`src/rtl/core/cscmd_pkg.sv`:
```
// shared types, codes and command derivation for the cover switch command translator
package cscmd_pkg;

    // widths of the configuration port
    localparam int CFG_IDX_W  = 3;
    localparam int CFG_DATA_W = 4;

    // configuration register indexes
    localparam logic [CFG_IDX_W-1:0] REG_SW_KIND      = 3'd0;
    localparam logic [CFG_IDX_W-1:0] REG_REVERSAL     = 3'd1;
    localparam logic [CFG_IDX_W-1:0] REG_LCL_MODE     = 3'd2;
    localparam logic [CFG_IDX_W-1:0] REG_BOUND_MODE   = 3'd3;
    localparam logic [CFG_IDX_W-1:0] REG_COVER_NUMBER = 3'd4;
    localparam logic [CFG_IDX_W-1:0] REG_COVER_COUNT  = 3'd5;

    // button event codes
    localparam logic [1:0] EVT_PRESS   = 2'd0;
    localparam logic [1:0] EVT_LONG    = 2'd1;
    localparam logic [1:0] EVT_RELEASE = 2'd2;

    // switch action codes
    localparam logic [2:0] ACT_RELEASED   = 3'd0;
    localparam logic [2:0] ACT_OPEN       = 3'd1;
    localparam logic [2:0] ACT_CLOSE      = 3'd2;
    localparam logic [2:0] ACT_STOP       = 3'd3;
    localparam logic [2:0] ACT_LONG_OPEN  = 3'd4;
    localparam logic [2:0] ACT_LONG_CLOSE = 3'd5;

    // cover command codes
    localparam logic [1:0] CMD_NONE  = 2'd0;
    localparam logic [1:0] CMD_OPEN  = 2'd1;
    localparam logic [1:0] CMD_CLOSE = 2'd2;
    localparam logic [1:0] CMD_STOP  = 2'd3;

    // motion codes
    localparam logic [1:0] MOV_STOPPED = 2'd0;
    localparam logic [1:0] MOV_OPENING = 2'd1;
    localparam logic [1:0] MOV_CLOSING = 2'd2;

    // cover modes
    localparam logic [1:0] MODE_IMMEDIATE = 2'd0;
    localparam logic [1:0] MODE_SHORT     = 2'd1;
    localparam logic [1:0] MODE_LONG      = 2'd2;
    localparam logic [1:0] MODE_HYBRID    = 2'd3;

    // reset values of the configuration registers
    localparam logic       RST_SW_KIND      = 1'b0;
    localparam logic       RST_REVERSAL     = 1'b0;
    localparam logic [1:0] RST_LCL_MODE     = MODE_HYBRID;
    localparam logic [1:0] RST_BOUND_MODE   = MODE_HYBRID;
    localparam logic [3:0] RST_COVER_NUMBER = 4'd1;
    localparam logic [3:0] RST_COVER_COUNT  = 4'd1;

    typedef struct packed {
        logic       sw_kind;
        logic       reversal;
        logic [1:0] lcl_mode;
        logic [1:0] bound_mode;
        logic [3:0] cover_number;
        logic [3:0] cover_count;
    } t_cfg;

    typedef struct packed {
        logic [1:0] command;
        logic       open_pressed;
        logic       close_pressed;
        logic       open_long;
        logic       close_long;
        logic [1:0] local_moving;
        logic       network_joined;
    } t_in_item;

    typedef struct packed {
        logic [2:0] action;
        logic       action_changed;
        logic [1:0] lcl_cmd;
        logic [1:0] bound_cmd;
    } t_out_item;

    // cover command for a new action, given mode and current motion of that cover
    function automatic logic [1:0] derive_cmd(
        input logic [2:0] nxt,
        input logic [2:0] cur,
        input logic [1:0] mode,
        input logic [1:0] moving,
        input logic       toggle
    );
        logic [1:0] c;
        logic       fixed;
        c     = CMD_NONE;
        fixed = 1'b0;
        if (nxt == ACT_STOP) begin
            c     = CMD_STOP;
            fixed = 1'b1;
        end else if (toggle) begin
            fixed = 1'b1;
            if (nxt == ACT_OPEN) begin
                c = CMD_OPEN;
            end else if (nxt == ACT_CLOSE) begin
                c = CMD_CLOSE;
            end
        end else begin
            case (mode)
                MODE_IMMEDIATE: begin
                    if (nxt == ACT_OPEN) begin
                        c = CMD_OPEN;
                    end else if (nxt == ACT_CLOSE) begin
                        c = CMD_CLOSE;
                    end
                end
                MODE_SHORT: begin
                    if (nxt == ACT_RELEASED) begin
                        if (cur == ACT_OPEN) begin
                            c = CMD_OPEN;
                        end else if (cur == ACT_CLOSE) begin
                            c = CMD_CLOSE;
                        end
                    end
                end
                MODE_LONG: begin
                    if (nxt == ACT_LONG_OPEN) begin
                        c = CMD_OPEN;
                    end else if (nxt == ACT_LONG_CLOSE) begin
                        c = CMD_CLOSE;
                    end
                end
                default: begin
                    // hybrid: long press starts motion, its release stops it; a short press acts on its release
                    if (nxt == ACT_LONG_OPEN) begin
                        c     = CMD_OPEN;
                        fixed = 1'b1;
                    end else if (nxt == ACT_LONG_CLOSE) begin
                        c     = CMD_CLOSE;
                        fixed = 1'b1;
                    end else if (nxt == ACT_RELEASED) begin
                        if (cur == ACT_LONG_OPEN || cur == ACT_LONG_CLOSE) begin
                            c     = CMD_STOP;
                            fixed = 1'b1;
                        end else if (cur == ACT_OPEN) begin
                            c = CMD_OPEN;
                        end else if (cur == ACT_CLOSE) begin
                            c = CMD_CLOSE;
                        end
                    end
                end
            endcase
        end
        // unless the command is fixed, pressing again the way the cover already moves stops it
        if (!fixed) begin
            if (c == CMD_OPEN && moving == MOV_OPENING) begin
                c = CMD_STOP;
            end else if (c == CMD_CLOSE && moving == MOV_CLOSING) begin
                c = CMD_STOP;
            end
        end
        return c;
    endfunction

endpackage

```
`src/rtl/core/cscmd_in_if.sv`:
```
// input channel carrying one button event item
interface cscmd_in_if;
    logic       valid;
    logic       ready;
    logic [1:0] command;
    logic       open_pressed;
    logic       close_pressed;
    logic       open_long;
    logic       close_long;
    logic [1:0] local_moving;
    logic       network_joined;

    modport source (
        output valid, command, open_pressed, close_pressed, open_long, close_long,
               local_moving, network_joined,
        input  ready
    );

    modport sink (
        input  valid, command, open_pressed, close_pressed, open_long, close_long,
               local_moving, network_joined,
        output ready
    );
endinterface

```
`src/rtl/core/cscmd_out_if.sv`:
```
// output channel carrying one translated command item
interface cscmd_out_if;
    logic       valid;
    logic       ready;
    logic [2:0] action;
    logic       action_changed;
    logic [1:0] lcl_cmd;
    logic [1:0] bound_cmd;

    modport source (
        output valid, action, action_changed, lcl_cmd, bound_cmd,
        input  ready
    );

    modport sink (
        input  valid, action, action_changed, lcl_cmd, bound_cmd,
        output ready
    );
endinterface

```
`src/rtl/core/cscmd_cfg_regs.sv`:
```
// configuration registers of the cover switch command translator
module cscmd_cfg_regs (
    input  logic                             i_clk,
    input  logic                             i_rst_n,
    input  logic                             i_cfg_we,
    input  logic [cscmd_pkg::CFG_IDX_W-1:0]  i_cfg_idx,
    input  logic [cscmd_pkg::CFG_DATA_W-1:0] i_cfg_wdata,
    output cscmd_pkg::t_cfg                  o_cfg,
    output logic                             o_type_wr,
    output logic                             o_type_new
);

    cscmd_pkg::t_cfg r_cfg;

    always_ff @(posedge i_clk) begin
        if (!i_rst_n) begin
            r_cfg.sw_kind      <= cscmd_pkg::RST_SW_KIND;
            r_cfg.reversal     <= cscmd_pkg::RST_REVERSAL;
            r_cfg.lcl_mode     <= cscmd_pkg::RST_LCL_MODE;
            r_cfg.bound_mode   <= cscmd_pkg::RST_BOUND_MODE;
            r_cfg.cover_number <= cscmd_pkg::RST_COVER_NUMBER;
            r_cfg.cover_count  <= cscmd_pkg::RST_COVER_COUNT;
        end else if (i_cfg_we) begin
            case (i_cfg_idx)
                cscmd_pkg::REG_SW_KIND:      r_cfg.sw_kind      <= i_cfg_wdata[0];
                cscmd_pkg::REG_REVERSAL:     r_cfg.reversal     <= i_cfg_wdata[0];
                cscmd_pkg::REG_LCL_MODE:     r_cfg.lcl_mode     <= i_cfg_wdata[1:0];
                cscmd_pkg::REG_BOUND_MODE:   r_cfg.bound_mode   <= i_cfg_wdata[1:0];
                cscmd_pkg::REG_COVER_NUMBER: r_cfg.cover_number <= i_cfg_wdata[3:0];
                cscmd_pkg::REG_COVER_COUNT:  r_cfg.cover_count  <= i_cfg_wdata[3:0];
                default: begin
                end
            endcase
        end
    end

    assign o_cfg      = r_cfg;
    // switch type write also restarts the action tracking in the core
    assign o_type_wr  = i_cfg_we && (i_cfg_idx == cscmd_pkg::REG_SW_KIND);
    // switch type being written, the register only shows it after the edge
    assign o_type_new = i_cfg_wdata[0];

endmodule

```
`src/rtl/core/cscmd_core.sv`:
```
// action tracking and cover command derivation for one event item
module cscmd_core (
    input  logic                 i_clk,
    input  logic                 i_rst_n,
    input  cscmd_pkg::t_in_item  i_item,
    input  logic                 i_advance,
    input  cscmd_pkg::t_cfg      i_cfg,
    input  logic                 i_type_wr,
    input  logic                 i_type_new,
    output cscmd_pkg::t_out_item o_result
);

    logic [2:0] r_action;
    logic [2:0] n_action;
    logic [1:0] r_bound_motion;
    logic [1:0] n_bound_motion;

    logic       have;
    logic [2:0] nxt;
    logic       changed;
    logic       local_ok;
    logic [1:0] lcmd;
    logic [1:0] bcmd;
    logic       op;
    logic       cp;
    logic       rev;
    logic       toggle;

    assign op     = i_item.open_pressed;
    assign cp     = i_item.close_pressed;
    assign rev    = i_cfg.reversal;
    assign toggle = i_cfg.sw_kind;

    // new action from the event and the button levels
    always_comb begin
        have = 1'b0;
        nxt  = r_action;
        case (i_item.command)
            cscmd_pkg::EVT_PRESS: begin
                if (op && cp) begin
                    nxt  = cscmd_pkg::ACT_STOP;
                    have = 1'b1;
                end else if (op) begin
                    nxt  = rev ? cscmd_pkg::ACT_CLOSE : cscmd_pkg::ACT_OPEN;
                    have = 1'b1;
                end else if (cp) begin
                    nxt  = rev ? cscmd_pkg::ACT_OPEN : cscmd_pkg::ACT_CLOSE;
                    have = 1'b1;
                end
            end
            cscmd_pkg::EVT_LONG: begin
                if (!toggle && !(op && cp)) begin
                    if (i_item.open_long) begin
                        nxt  = rev ? cscmd_pkg::ACT_LONG_CLOSE : cscmd_pkg::ACT_LONG_OPEN;
                        have = 1'b1;
                    end else if (i_item.close_long) begin
                        nxt  = rev ? cscmd_pkg::ACT_LONG_OPEN : cscmd_pkg::ACT_LONG_CLOSE;
                        have = 1'b1;
                    end
                end
            end
            cscmd_pkg::EVT_RELEASE: begin
                if (!op && !cp) begin
                    nxt  = toggle ? cscmd_pkg::ACT_STOP : cscmd_pkg::ACT_RELEASED;
                    have = 1'b1;
                end else if (toggle) begin
                    if (op) begin
                        nxt = rev ? cscmd_pkg::ACT_CLOSE : cscmd_pkg::ACT_OPEN;
                    end else begin
                        nxt = rev ? cscmd_pkg::ACT_OPEN : cscmd_pkg::ACT_CLOSE;
                    end
                    have = 1'b1;
                end
            end
            default: begin
            end
        endcase
    end

    assign changed  = have && (nxt != r_action);
    assign local_ok = (i_cfg.cover_number != 4'd0) &&
                      (i_cfg.cover_number <= i_cfg.cover_count);

    // local and bound commands, bound motion tracking
    always_comb begin
        lcmd           = cscmd_pkg::CMD_NONE;
        bcmd           = cscmd_pkg::CMD_NONE;
        n_action       = r_action;
        n_bound_motion = r_bound_motion;
        if (changed) begin
            n_action = nxt;
            if (local_ok) begin
                lcmd = cscmd_pkg::derive_cmd(nxt, r_action, i_cfg.lcl_mode,
                                             i_item.local_moving, toggle);
                if (i_cfg.lcl_mode == i_cfg.bound_mode) begin
                    bcmd = lcmd;
                end
            end
            if (bcmd == cscmd_pkg::CMD_NONE) begin
                bcmd = cscmd_pkg::derive_cmd(nxt, r_action, i_cfg.bound_mode,
                                             r_bound_motion, toggle);
            end
            if (i_item.network_joined && bcmd != cscmd_pkg::CMD_NONE) begin
                case (bcmd)
                    cscmd_pkg::CMD_OPEN:  n_bound_motion = cscmd_pkg::MOV_OPENING;
                    cscmd_pkg::CMD_CLOSE: n_bound_motion = cscmd_pkg::MOV_CLOSING;
                    default:              n_bound_motion = cscmd_pkg::MOV_STOPPED;
                endcase
            end else begin
                bcmd = cscmd_pkg::CMD_NONE;
            end
        end
    end

    always_ff @(posedge i_clk) begin
        if (!i_rst_n) begin
            r_action       <= cscmd_pkg::ACT_RELEASED;
            r_bound_motion <= cscmd_pkg::MOV_STOPPED;
        end else if (i_type_wr) begin
            r_action <= i_type_new ? cscmd_pkg::ACT_STOP : cscmd_pkg::ACT_RELEASED;
        end else if (i_advance) begin
            r_action       <= n_action;
            r_bound_motion <= n_bound_motion;
        end
    end

    assign o_result.action         = n_action;
    assign o_result.action_changed = changed;
    assign o_result.lcl_cmd        = lcmd;
    assign o_result.bound_cmd      = bcmd;

endmodule

```
`src/rtl/core/cover_switch_command_translator.sv`:
```
// top level of the cover switch command translator
// The block turns open/close button events into a six-valued switch action and, when the
// action changes, into a command for the local cover and one for the bound remote covers.
// One event item is accepted every clock cycle: an input register takes the item, the
// action decode and command derivation sit in one short combinational step behind it, and
// a result register holds the finished item, so every item gives exactly one result, held
// on the output until it is taken. The result register parts the two sides: a new item is
// accepted while a result waits, and only when both the input register and the result
// register are full and the result is not taken does the input side stall. The action and
// the tracked bound cover motion are updated as an item moves from the input register into
// the result register, so the next item already sees them. Configuration is written through
// a plain write port (index, data); the user is to write it only while no item is in
// flight, which the block itself does not enforce. A write of the switch type also sets
// the action to stop for a toggle switch or released for momentary buttons, and issues no
// command. Indexes beyond the register list are ignored.
module cover_switch_command_translator (
    input  logic                             i_clk,
    input  logic                             i_rst_n,
    cscmd_in_if.sink                         i_in,
    cscmd_out_if.source                      o_out,
    input  logic                             i_cfg_we,
    input  logic [cscmd_pkg::CFG_IDX_W-1:0]  i_cfg_idx,
    input  logic [cscmd_pkg::CFG_DATA_W-1:0] i_cfg_wdata
);

    cscmd_pkg::t_cfg      cfg;
    logic                 type_wr;
    logic                 type_new;
    cscmd_pkg::t_out_item result;

    // input register
    logic                 r_in_valid;
    cscmd_pkg::t_in_item  r_in;
    // result register
    logic                 r_out_valid;
    cscmd_pkg::t_out_item r_out;

    logic                 advance;

    // item moves into the result register when that one is free or being emptied
    assign advance    = r_in_valid && (!r_out_valid || o_out.ready);
    assign i_in.ready = !r_in_valid || advance;

    always_ff @(posedge i_clk) begin
        if (!i_rst_n) begin
            r_in_valid <= 1'b0;
        end else if (i_in.ready) begin
            r_in_valid <= i_in.valid;
        end
    end

    always_ff @(posedge i_clk) begin
        if (i_in.valid && i_in.ready) begin
            r_in.command        <= i_in.command;
            r_in.open_pressed   <= i_in.open_pressed;
            r_in.close_pressed  <= i_in.close_pressed;
            r_in.open_long      <= i_in.open_long;
            r_in.close_long     <= i_in.close_long;
            r_in.local_moving   <= i_in.local_moving;
            r_in.network_joined <= i_in.network_joined;
        end
    end

    cscmd_cfg_regs u_cfg (
        .i_clk       (i_clk),
        .i_rst_n     (i_rst_n),
        .i_cfg_we    (i_cfg_we),
        .i_cfg_idx   (i_cfg_idx),
        .i_cfg_wdata (i_cfg_wdata),
        .o_cfg       (cfg),
        .o_type_wr   (type_wr),
        .o_type_new  (type_new)
    );

    cscmd_core u_core (
        .i_clk      (i_clk),
        .i_rst_n    (i_rst_n),
        .i_item     (r_in),
        .i_advance  (advance),
        .i_cfg      (cfg),
        .i_type_wr  (type_wr),
        .i_type_new (type_new),
        .o_result   (result)
    );

    always_ff @(posedge i_clk) begin
        if (!i_rst_n) begin
            r_out_valid <= 1'b0;
        end else if (advance) begin
            r_out_valid <= 1'b1;
        end else if (o_out.ready) begin
            r_out_valid <= 1'b0;
        end
    end

    always_ff @(posedge i_clk) begin
        if (advance) begin
            r_out <= result;
        end
    end

    assign o_out.valid          = r_out_valid;
    assign o_out.action         = r_out.action;
    assign o_out.action_changed = r_out.action_changed;
    assign o_out.lcl_cmd        = r_out.lcl_cmd;
    assign o_out.bound_cmd      = r_out.bound_cmd;

    // no command goes out for an event that left the action as it was
    a_cmd_needs_change: assert property (@(posedge i_clk) disable iff (!i_rst_n)
        (r_out_valid && !r_out.action_changed) |->
            (r_out.lcl_cmd == cscmd_pkg::CMD_NONE && r_out.bound_cmd == cscmd_pkg::CMD_NONE))
        else $error("command issued without action change");

    // local cover is commanded only when the configured cover exists
    a_local_cover_valid: assert property (@(posedge i_clk) disable iff (!i_rst_n)
        advance && (result.lcl_cmd != cscmd_pkg::CMD_NONE) |->
            (cfg.cover_number != 4'd0 && cfg.cover_number <= cfg.cover_count))
        else $error("local command without a valid local cover");

    // bound covers are commanded only while joined
    a_bound_needs_join: assert property (@(posedge i_clk) disable iff (!i_rst_n)
        advance && !r_in.network_joined |=> (r_out.bound_cmd == cscmd_pkg::CMD_NONE))
        else $error("bound command while not joined");

    // a waiting item in the input register is not lost while the result is stalled
    a_in_held: assert property (@(posedge i_clk) disable iff (!i_rst_n)
        (r_in_valid && !advance) |=> (r_in_valid && $stable(r_in)))
        else $error("stalled input item changed");

endmodule

```
`src/flat_wrapper.sv`:
```
// flat-port wrapper written by rule: the top's interface ports become plain ports
module cover_switch_command_translator_flat 
  (i_clk, i_rst_n, i_cfg_we, i_cfg_idx, i_cfg_wdata, i_in_valid, i_in_command, i_in_open_pressed, i_in_close_pressed, i_in_open_long, i_in_close_long, i_in_local_moving, i_in_network_joined, i_in_ready, o_out_valid, o_out_action, o_out_action_changed, o_out_lcl_cmd, o_out_bound_cmd, o_out_ready);
  cscmd_in_if i_in_i ();
  cscmd_out_if o_out_i ();
  input  logic i_clk;
  input  logic i_rst_n;
  input  logic i_cfg_we;
  input  logic [cscmd_pkg::CFG_IDX_W-1:0] i_cfg_idx;
  input  logic [cscmd_pkg::CFG_DATA_W-1:0] i_cfg_wdata;
  input wire logic [$bits(i_in_i.valid)-1:0] i_in_valid;
  input wire logic [$bits(i_in_i.command)-1:0] i_in_command;
  input wire logic [$bits(i_in_i.open_pressed)-1:0] i_in_open_pressed;
  input wire logic [$bits(i_in_i.close_pressed)-1:0] i_in_close_pressed;
  input wire logic [$bits(i_in_i.open_long)-1:0] i_in_open_long;
  input wire logic [$bits(i_in_i.close_long)-1:0] i_in_close_long;
  input wire logic [$bits(i_in_i.local_moving)-1:0] i_in_local_moving;
  input wire logic [$bits(i_in_i.network_joined)-1:0] i_in_network_joined;
  output wire logic [$bits(i_in_i.ready)-1:0] i_in_ready;
  output wire logic [$bits(o_out_i.valid)-1:0] o_out_valid;
  output wire logic [$bits(o_out_i.action)-1:0] o_out_action;
  output wire logic [$bits(o_out_i.action_changed)-1:0] o_out_action_changed;
  output wire logic [$bits(o_out_i.lcl_cmd)-1:0] o_out_lcl_cmd;
  output wire logic [$bits(o_out_i.bound_cmd)-1:0] o_out_bound_cmd;
  input wire logic [$bits(o_out_i.ready)-1:0] o_out_ready;
  assign i_in_i.valid = i_in_valid;
  assign i_in_i.command = i_in_command;
  assign i_in_i.open_pressed = i_in_open_pressed;
  assign i_in_i.close_pressed = i_in_close_pressed;
  assign i_in_i.open_long = i_in_open_long;
  assign i_in_i.close_long = i_in_close_long;
  assign i_in_i.local_moving = i_in_local_moving;
  assign i_in_i.network_joined = i_in_network_joined;
  assign i_in_ready = i_in_i.ready;
  assign o_out_valid = o_out_i.valid;
  assign o_out_action = o_out_i.action;
  assign o_out_action_changed = o_out_i.action_changed;
  assign o_out_lcl_cmd = o_out_i.lcl_cmd;
  assign o_out_bound_cmd = o_out_i.bound_cmd;
  assign o_out_i.ready = o_out_ready;
  cover_switch_command_translator u_core (.i_clk(i_clk), .i_rst_n(i_rst_n), .i_in(i_in_i), .o_out(o_out_i), .i_cfg_we(i_cfg_we), .i_cfg_idx(i_cfg_idx), .i_cfg_wdata(i_cfg_wdata));
endmodule
```
`config.mk`:
```
export PLATFORM = sky130hd
export DESIGN_NAME = cover_switch_command_translator_flat
export DESIGN_NICKNAME = d
export VERILOG_FILES = /design/src/rtl/core/cscmd_pkg.sv /design/src/rtl/core/cscmd_in_if.sv /design/src/rtl/core/cscmd_out_if.sv /design/src/rtl/core/cscmd_cfg_regs.sv /design/src/rtl/core/cscmd_core.sv /design/src/rtl/core/cover_switch_command_translator.sv /design/src/flat_wrapper.sv
export SDC_FILE = /design/constraint.sdc
export NUM_CORES = 1
export LEC_CHECK = 0
export ABC_AREA = 1
export BUFFER_PORTS_ARGS = -buffer_cell sky130_fd_sc_hd__buf_2
export CAP_MARGIN = 20
export CORE_ASPECT_RATIO = 2
export CORE_MARGIN = 10
export CORE_UTILIZATION = 40
export CTS_CLUSTER_SIZE = 28
export DETAILED_ROUTE_END_ITERATION = 12
export PLACE_DENSITY_LB_ADDON = 0.3
export RECOVER_POWER = 25
export SKIP_CTS_REPAIR_TIMING = 1
export SLEW_MARGIN = 25
export SYNTH_ARGS = -nofsm -noshare
export SYNTH_HDL_FRONTEND = slang
export SYNTH_HIERARCHICAL = 1
export SYNTH_SLANG_ARGS = --single-unit
```
`constraint.sdc`:
```
create_clock -name i_clk -period 2.1 [get_ports i_clk]
set_input_delay 0.315 -clock i_clk [delete_from_list [all_inputs] [get_ports i_clk]]
set_output_delay 0.315 -clock i_clk [all_outputs]
set_load 0.005 [all_outputs]
```
Word-level counts from Yosys, hierarchy flattened
Index checks and enable logic that the tools add are counted.
Storage, ports and cells
  bits in writable memories: 0
  input port bits: 21
  output and inout bits: 10
  bits in latches: 0
  logic and storage cells: 175
  bits in registers: 38
  memory bits (read-only): 0
  memories kept: 0
Operators by class
  multipliers: 0
  reduce and logical (&&, ||, !) cells: 43
  muxes and demuxes: 77
  div/mod/pow operators: 0
  add/subtract/negate cells: 0
  eq/ne operators: 32
  bitwise gates (word level): 1
  order comparisons: 1
  shift operators: 0
Operators with widths (number)
  two-way mux 2 bit: 35
  two-way mux 3 bit: 11
  two-way mux 1 bit: 26
  equality test 3 bit, second input constant: 6
  equality test 2 x 1 -> 1 bit, second input constant: 8
  equality test 2 bit, second input constant: 8
  AND reduction 2 bit: 8
  equality test 3 x 2 -> 1 bit, second input constant: 5
  logical AND 1 bit: 13
  case mux 2 bit (3 select lines): 2
  equality test 3 x 1 -> 1 bit, second input constant: 3
  case mux 3 bit (3 select lines): 1
  logical NOT 2 bit: 4
  logical NOT 1 bit: 6
  logical NOT 3 bit: 2
  nonzero test 2 bit: 3
  OR reduction 3 bit: 2
  less-or-equal comparator 4 bit: 1
  case mux 2 bit (2 select lines): 1
  AND reduction 4 bit: 1
  nonzero test 4 bit: 1
  logical OR 1 bit: 3
  inequality test 3 bit: 1
  case mux 1 bit (3 select lines): 1
  other kinds (2): 2

Longest topological paths before layout
  depth after elaboration: 35
  depth in mapped cells: 24

By module
The synthesis kept the hierarchy.
By module, submodules not included
  cscmd_core: area each 1253.7 µm², cells each 244, instances 1
  cscmd_cfg_regs: area each 631.9 µm², cells each 90, instances 1
  cover_switch_command_translator: area each 605.6 µm², cells each 30, instances 1

Worst setup path after synthesis
OpenSTA, ideal clock, no wires.
  path kind: reg-to-reg
  from: reg u_core/r_in[6] (netlist name)
  to: reg u_core.r_out, in the netlist u_core/o_out.bound_cmd[0] (data pin)
  buffers on the path: 1
  required time: 1.848 ns
  library setup time: 0.252 ns
  arrival time: 1.967 ns
  clock period less this slack: 2.219 ns
  stages on the path, launching flop included: 22
  slack: -0.119 ns
  cells stage by stage: edfxtp_1 > nor2_2 > nand2_1 > nand3_1 > nand2_1 > nand2_1 > nand3_2 > nand2_2 > buf_6 > nand2_4 > nor2_4 > nand3_1 > nand3_1 > nand2_1 > nand2_1 > nand2_1 > nand2_2 > nand3_2 > nand2_1 > nand2_1 > inv_1 > nor2_1
On the way
  cells in the longest elaborated chain, start to end: 28
  elaborated cells between the ends (all ways): 79
RTL lines
  from (decl): RTL line cover_switch_command_translator.sv:33  | cscmd_pkg::t_in_item r_in;
  logical AND 1 bit: RTL line cscmd_core.sv:40, cscmd_core.sv:52
  logical NOT 1 bit: RTL line cscmd_core.sv:52  | if (!toggle && !(op && cp)) begin
  logical AND 1 bit: RTL line cscmd_core.sv:52
  two-way mux 3 bit: RTL line cscmd_core.sv:52
  case mux 3 bit (3 select lines): RTL line cscmd_core.sv:38  | case (i_item.command)
  logical NOT 3 bit: RTL line cscmd_pkg.sv:112, cscmd_pkg.sv:135
  two-way mux 2 bit: RTL line cscmd_pkg.sv:135  | end else if (nxt == ACT_RELEASED) begin
  two-way mux 2 bit: RTL line cscmd_pkg.sv:132  | end else if (nxt == ACT_LONG_CLOSE) begin
  (+12 left out)
  two-way mux 2 bit: RTL line cscmd_core.sv:92  | if (local_ok) begin
  two-way mux 2 bit: RTL line cscmd_core.sv:90  | if (changed) begin
  logical NOT 2 bit: RTL line cscmd_core.sv:99  | if (bcmd == cscmd_pkg::CMD_NONE) begin
  two-way mux 2 bit: RTL line cscmd_core.sv:99
  two-way mux 2 bit: RTL line cscmd_core.sv:90
  nonzero test 2 bit: RTL line cscmd_core.sv:103  | if (i_item.network_joined && bcmd != cscmd_pkg::CMD_NONE) begin
  logical AND 1 bit: RTL line cscmd_core.sv:103
  AND reduction 2 bit (no line)
  to (signal assigned): RTL line cover_switch_command_translator.sv:98  | r_out <= result;
  to (decl): RTL line cover_switch_command_translator.sv:36  | cscmd_pkg::t_out_item r_out;
Parallel ways exist; a longest one is shown, timed or not. The select of a mux whose other input is x is not followed.
A chain may end at the register's enable or synchronous reset.

Final worst setup path
  from: reg u_core/r_in[6] (netlist name)
  to: reg u_core.u_core.r_bound_motion[1]
On the way
  cells in the longest elaborated chain, start to end: 28
  elaborated cells between the ends (all ways): 82
RTL lines
  branches (longest 28 deep; another with two-way mux 3 bit)
  to (signal assigned): RTL line cscmd_core.sv:118  | r_bound_motion <= cscmd_pkg::MOV_STOPPED;
  to (signal assigned): RTL line cscmd_core.sv:123  | r_bound_motion <= n_bound_motion;
  to (decl): RTL line cscmd_core.sv:15  | logic [1:0] r_bound_motion;
Parallel ways; which one is timed is not known. The select of a mux whose other input is x is not followed.

==> results.sh <==
export IMPL_synthesis_area_per_instance_um2=6.84
export IMPL_failed_checks="setup timing"
export IMPL_yosysTopAreaCell="edfxtp_1"
export IMPL_kind_of_capture_point_of_the_worst_setup_path="register"
export IMPL_ys_ff_latch=38
export IMPL_totalWireLength_mm=6.71
export IMPL_num_rows=40
export IMPL_min_path_type="input pin to register"
export IMPL_r2r_worst_path_cells=19
export IMPL_postSynth_topFlopCell="dfxtp_1"
export IMPL_hold_depth=1
export IMPL_stdcell_count=519
export IMPL_number_of_pins_with_negative_max_slew_slack_in_the_final_report=0
export IMPL_postRouteAntennaNets=0
export IMPL_tightest_slew_ns=0.632
export IMPL_worst_hold_path_endpoint="u_core/r_in[3]"
export IMPL_deepest_level_of_the_cts_h_tree=2
export IMPL_cts_buffer_depth=2
export IMPL_setup_reg_to_reg_worst_slack_ns=-0.46
export IMPL_r2r_start="u_core/r_in[6]"
export IMPL_post_route_worst_setup_slack_ns=-0.464
export IMPL_die_width_um=75.8
export IMPL_synth_edff_count=17
export IMPL_whs_ns=0.202
export IMPL_yosysSeqAreaShare_pct=37.4
export IMPL_routabilityCongestion=0.919
export IMPL_path_cells="nor2_4, o21ai_0, nand2_1, nand2_1, nand2_2, inv_4, nor2_2, inv_1, a21oi_1, inv_1, nand2_2, inv_1, nand2_2, nand3_2, nand2_1, nand2_2, nand3_2, nand3_1, a21oi_2"
export IMPL_global_route_overflow_total=0
export IMPL_insertion_delay_to_the_later_sink_of_the_worst_skew_pair_ns=0.29
export IMPL_skew_ns=0.00420
export IMPL_critPathLaunchType="register"
export IMPL_num_antenna_cells=0
export IMPL_post_synth_most_frequent_cells="nand2_1, inv_1, nor2_1"
export IMPL_post_synth_top_area_fraction_pct=20.5
export IMPL_dp_final_hpwl_mm=5.37
export IMPL_timing_critical_path_slowest_cell_delay_ns=0.48
export IMPL_slew_headroom_pct=57.7
export IMPL_cts_tree="built"
export IMPL_routed_via_density=4.91
export IMPL_timing_critical_path_buf_inv=4
export IMPL_placement_cell_area_mm2=0.00298
export IMPL_status="complete, but fails checks"
export IMPL_average_wire_per_cell_in_the_routed_design_um=12.9
export IMPL_fp_coreArea_mm2=0.00606
export IMPL_worst_path_most_repeated_cell="nand2_2"
export IMPL_max_freq_ghz=0.390
export IMPL_worst_r2r_endpoint="u_core/u_core/r_bound_motion[1]"
export IMPL_drt_drc_violations_left=0
export IMPL_critical_path_top_delay_family="simple AND/OR/NAND/NOR gates"
export IMPL_antenna_found_initial=0
export IMPL_static_power_due_to_leakage_nw=1.61
export IMPL_buffer_ports_inserted=30
export IMPL_finalSetupTns_ns=-2.32
export IMPL_dpl_worst_slack_ns=-0.503
export IMPL_die_height_um=132
export IMPL_critPathMaxFanout=8
export IMPL_ys_types=30
export IMPL_power_density_mw_per_mm2=713
export IMPL_nFillCells=587
export IMPL_critical_path_arrival_ns=2.78
export IMPL_numPlacedInstances=508
export IMPL_number_of_setup_violations_in_the_final_report=7
export IMPL_hold_path_startpoint="i_in_close_long"
export IMPL_worstSetupPathType="register to register"
export IMPL_die_outline_area_mm2=0.00998
export IMPL_crit_share_post_route_pct=122
export IMPL_grt_start_max_net_pins=17
export IMPL_ys_warnings_count=6
export IMPL_cts_made_buffers=5
export IMPL_initial_utilization_pct=41.1
export IMPL_critical_path_slowest_stage_cell="edfxtp_1"
export IMPL_cts_root_buffer_cell="clkbuf_16"
export IMPL_synthMostInstantiatedCell="nand2_1"
export IMPL_synthTopCellsByArea="edfxtp_1, dfxtp_1, nand2_1"
export IMPL_path_clk_slew_ns=0.06
export IMPL_groute_usage_overall_pct=14.2
export IMPL_post_route_util_pct=53.9
export IMPL_area_growth_synth_to_final_pct=31.0
export IMPL_synth_async_sr_flop_share_pct=0
export IMPL_first_iter_violations=108
export IMPL_ir_worst_vdd_uv=452
export IMPL_number_of_global_route_vias_before_repair=2515
export IMPL_detailroute_via_count=2547
export IMPL_finish_net_count=459
export IMPL_timing_critical_path_required_ns=2.32
export IMPL_total_power_mw=2.33
export IMPL_syn_nets=389
export IMPL_layout_min_cycle_time_ns=2.56
export IMPL_first_pass_grt_wire_length_mm=11.0
export IMPL_number_of_clock_sinks_seen_by_cts=38
export IMPL_synth_cells=364
export IMPL_netlist_area_mm2=0.00249
export IMPL_io_pins=31
export IMPL_final_cell_area_mm2=0.00326
export IMPL_drv_cap=0
export IMPL_final_hold_viol_count=0
export IMPL_number_of_iterations_in_the_first_detailed_routing_pass=4
export IMPL_unrepaired_setup_endpoints_after_global_routing="yes"
export IMPL_post_route_cells_drive_above_1_share_pct=29.7
## worst max path at each step
stage                    from                         endpoint  slack (ns)  depth (start not counted)
4_1_cts        u_core/r_in[6]  u_core/u_core/r_bound_motion[1]       -0.54                         19
5_1_grt        u_core/r_in[6]  u_core/u_core/r_bound_motion[0]       -0.71                         22
2_1_floorplan  u_core/r_in[6]        u_core/o_out.bound_cmd[0]       -0.11                         21
3_5_place_dp   u_core/r_in[6]  u_core/u_core/r_bound_motion[1]       -0.50                         19
3_3_place_gp   u_core/r_in[6]        u_core/o_out.bound_cmd[1]       -0.45                         18
6_report       u_core/r_in[6]  u_core/u_core/r_bound_motion[1]       -0.46                         19
## power by group
| part | total (mW) | internal, mW | switching [mW] |
|---|---|---|---|
| combinational | 0.485 | 0.198 | 0.288 |
| sequential | 0.841 | 0.815 | 0.0260 |
| clock | 1.00 | 0.712 | 0.290 |
| total | 2.33 | 1.73 | 0.604 |
## sequential cells by signal, summed over array words and instances, names as in the netlist
name / flops
u_core/u_cfg/o_cfg: 14
u_core/u_core/r_action: 3
u_core/o_out.bound_cmd: 2
u_core/r_in: 9
u_core/o_out.valid: 1
u_core/r_in_valid: 1
u_core/o_out.action: 3
u_core/o_out.lcl_cmd: 2
u_core/u_core/r_bound_motion: 2
u_core/o_out.action_changed: 1
## cells by family (layout without fill, tap and decap cells)
group / after synthesis / in the layout / synth area share (%)
AOI/OAI and AO/OA: 23 / 23 / 5.02
xor gates and xnor gates: 3 / 3 / 1.05
adders and majority gates: 4 / 4 / 2.01
buffers and inverters: 62 / 133 / 10.1
DFF: 38 / 38 / 37.4
and+or+nand+nor: 234 / 234 / 44.5
## placed cells by master (no fill, tap or decap)
cell type	n
clkbuf_8	1
nor2_1	42
inv_4	1
nand3_2	11
inv_2	8
edfxtp_1	17
clkbuf_16	5
nor2_2	7
a21oi_2	3
xor2_1	3
or2_0	1
o21ai_0	5
nor3_2	1
nor3b_1	1
nor2_4	6
nand2_1	98
bufinv_16	2
or2_2	2
nand4_1	6
nor3_1	3
nor4_1	2
nand3_4	1
inv_1	49
buf_2	29
nand3_1	38
nand2_2	11
clkbuf_1	1
o2111ai_1	1
buf_6	1
dfxtp_1	21
a31oi_1	2
ha_1	4
nand2_4	4
buf_4	36
a21oi_1	12
## per-layer routing
metal | global-route usage, % | vias up | part of all wire [%]
li1 | - | 1304 | -
met1 | 12.8 | 1171 | 36
met2 | 26.8 | 51 | 57
met3 | 2.26 | 21 | 2.5
met4 | 8.52 | 0 | 5.2
met5 | 0 | - | 0
## area by class of cell
type                    count  area, um2  share of cell area [%]
multi-input cells         264       1380                    42.2
flip-flops and latches     38        931                    28.5
repair buffers             67        430                    13.2
inverters                  58        220                    6.75
clock buffers               6        139                    4.25
well taps                  84        105                    3.22
clock inverters             2       60.1                    1.84
Power figures use the tool's default switching activity.
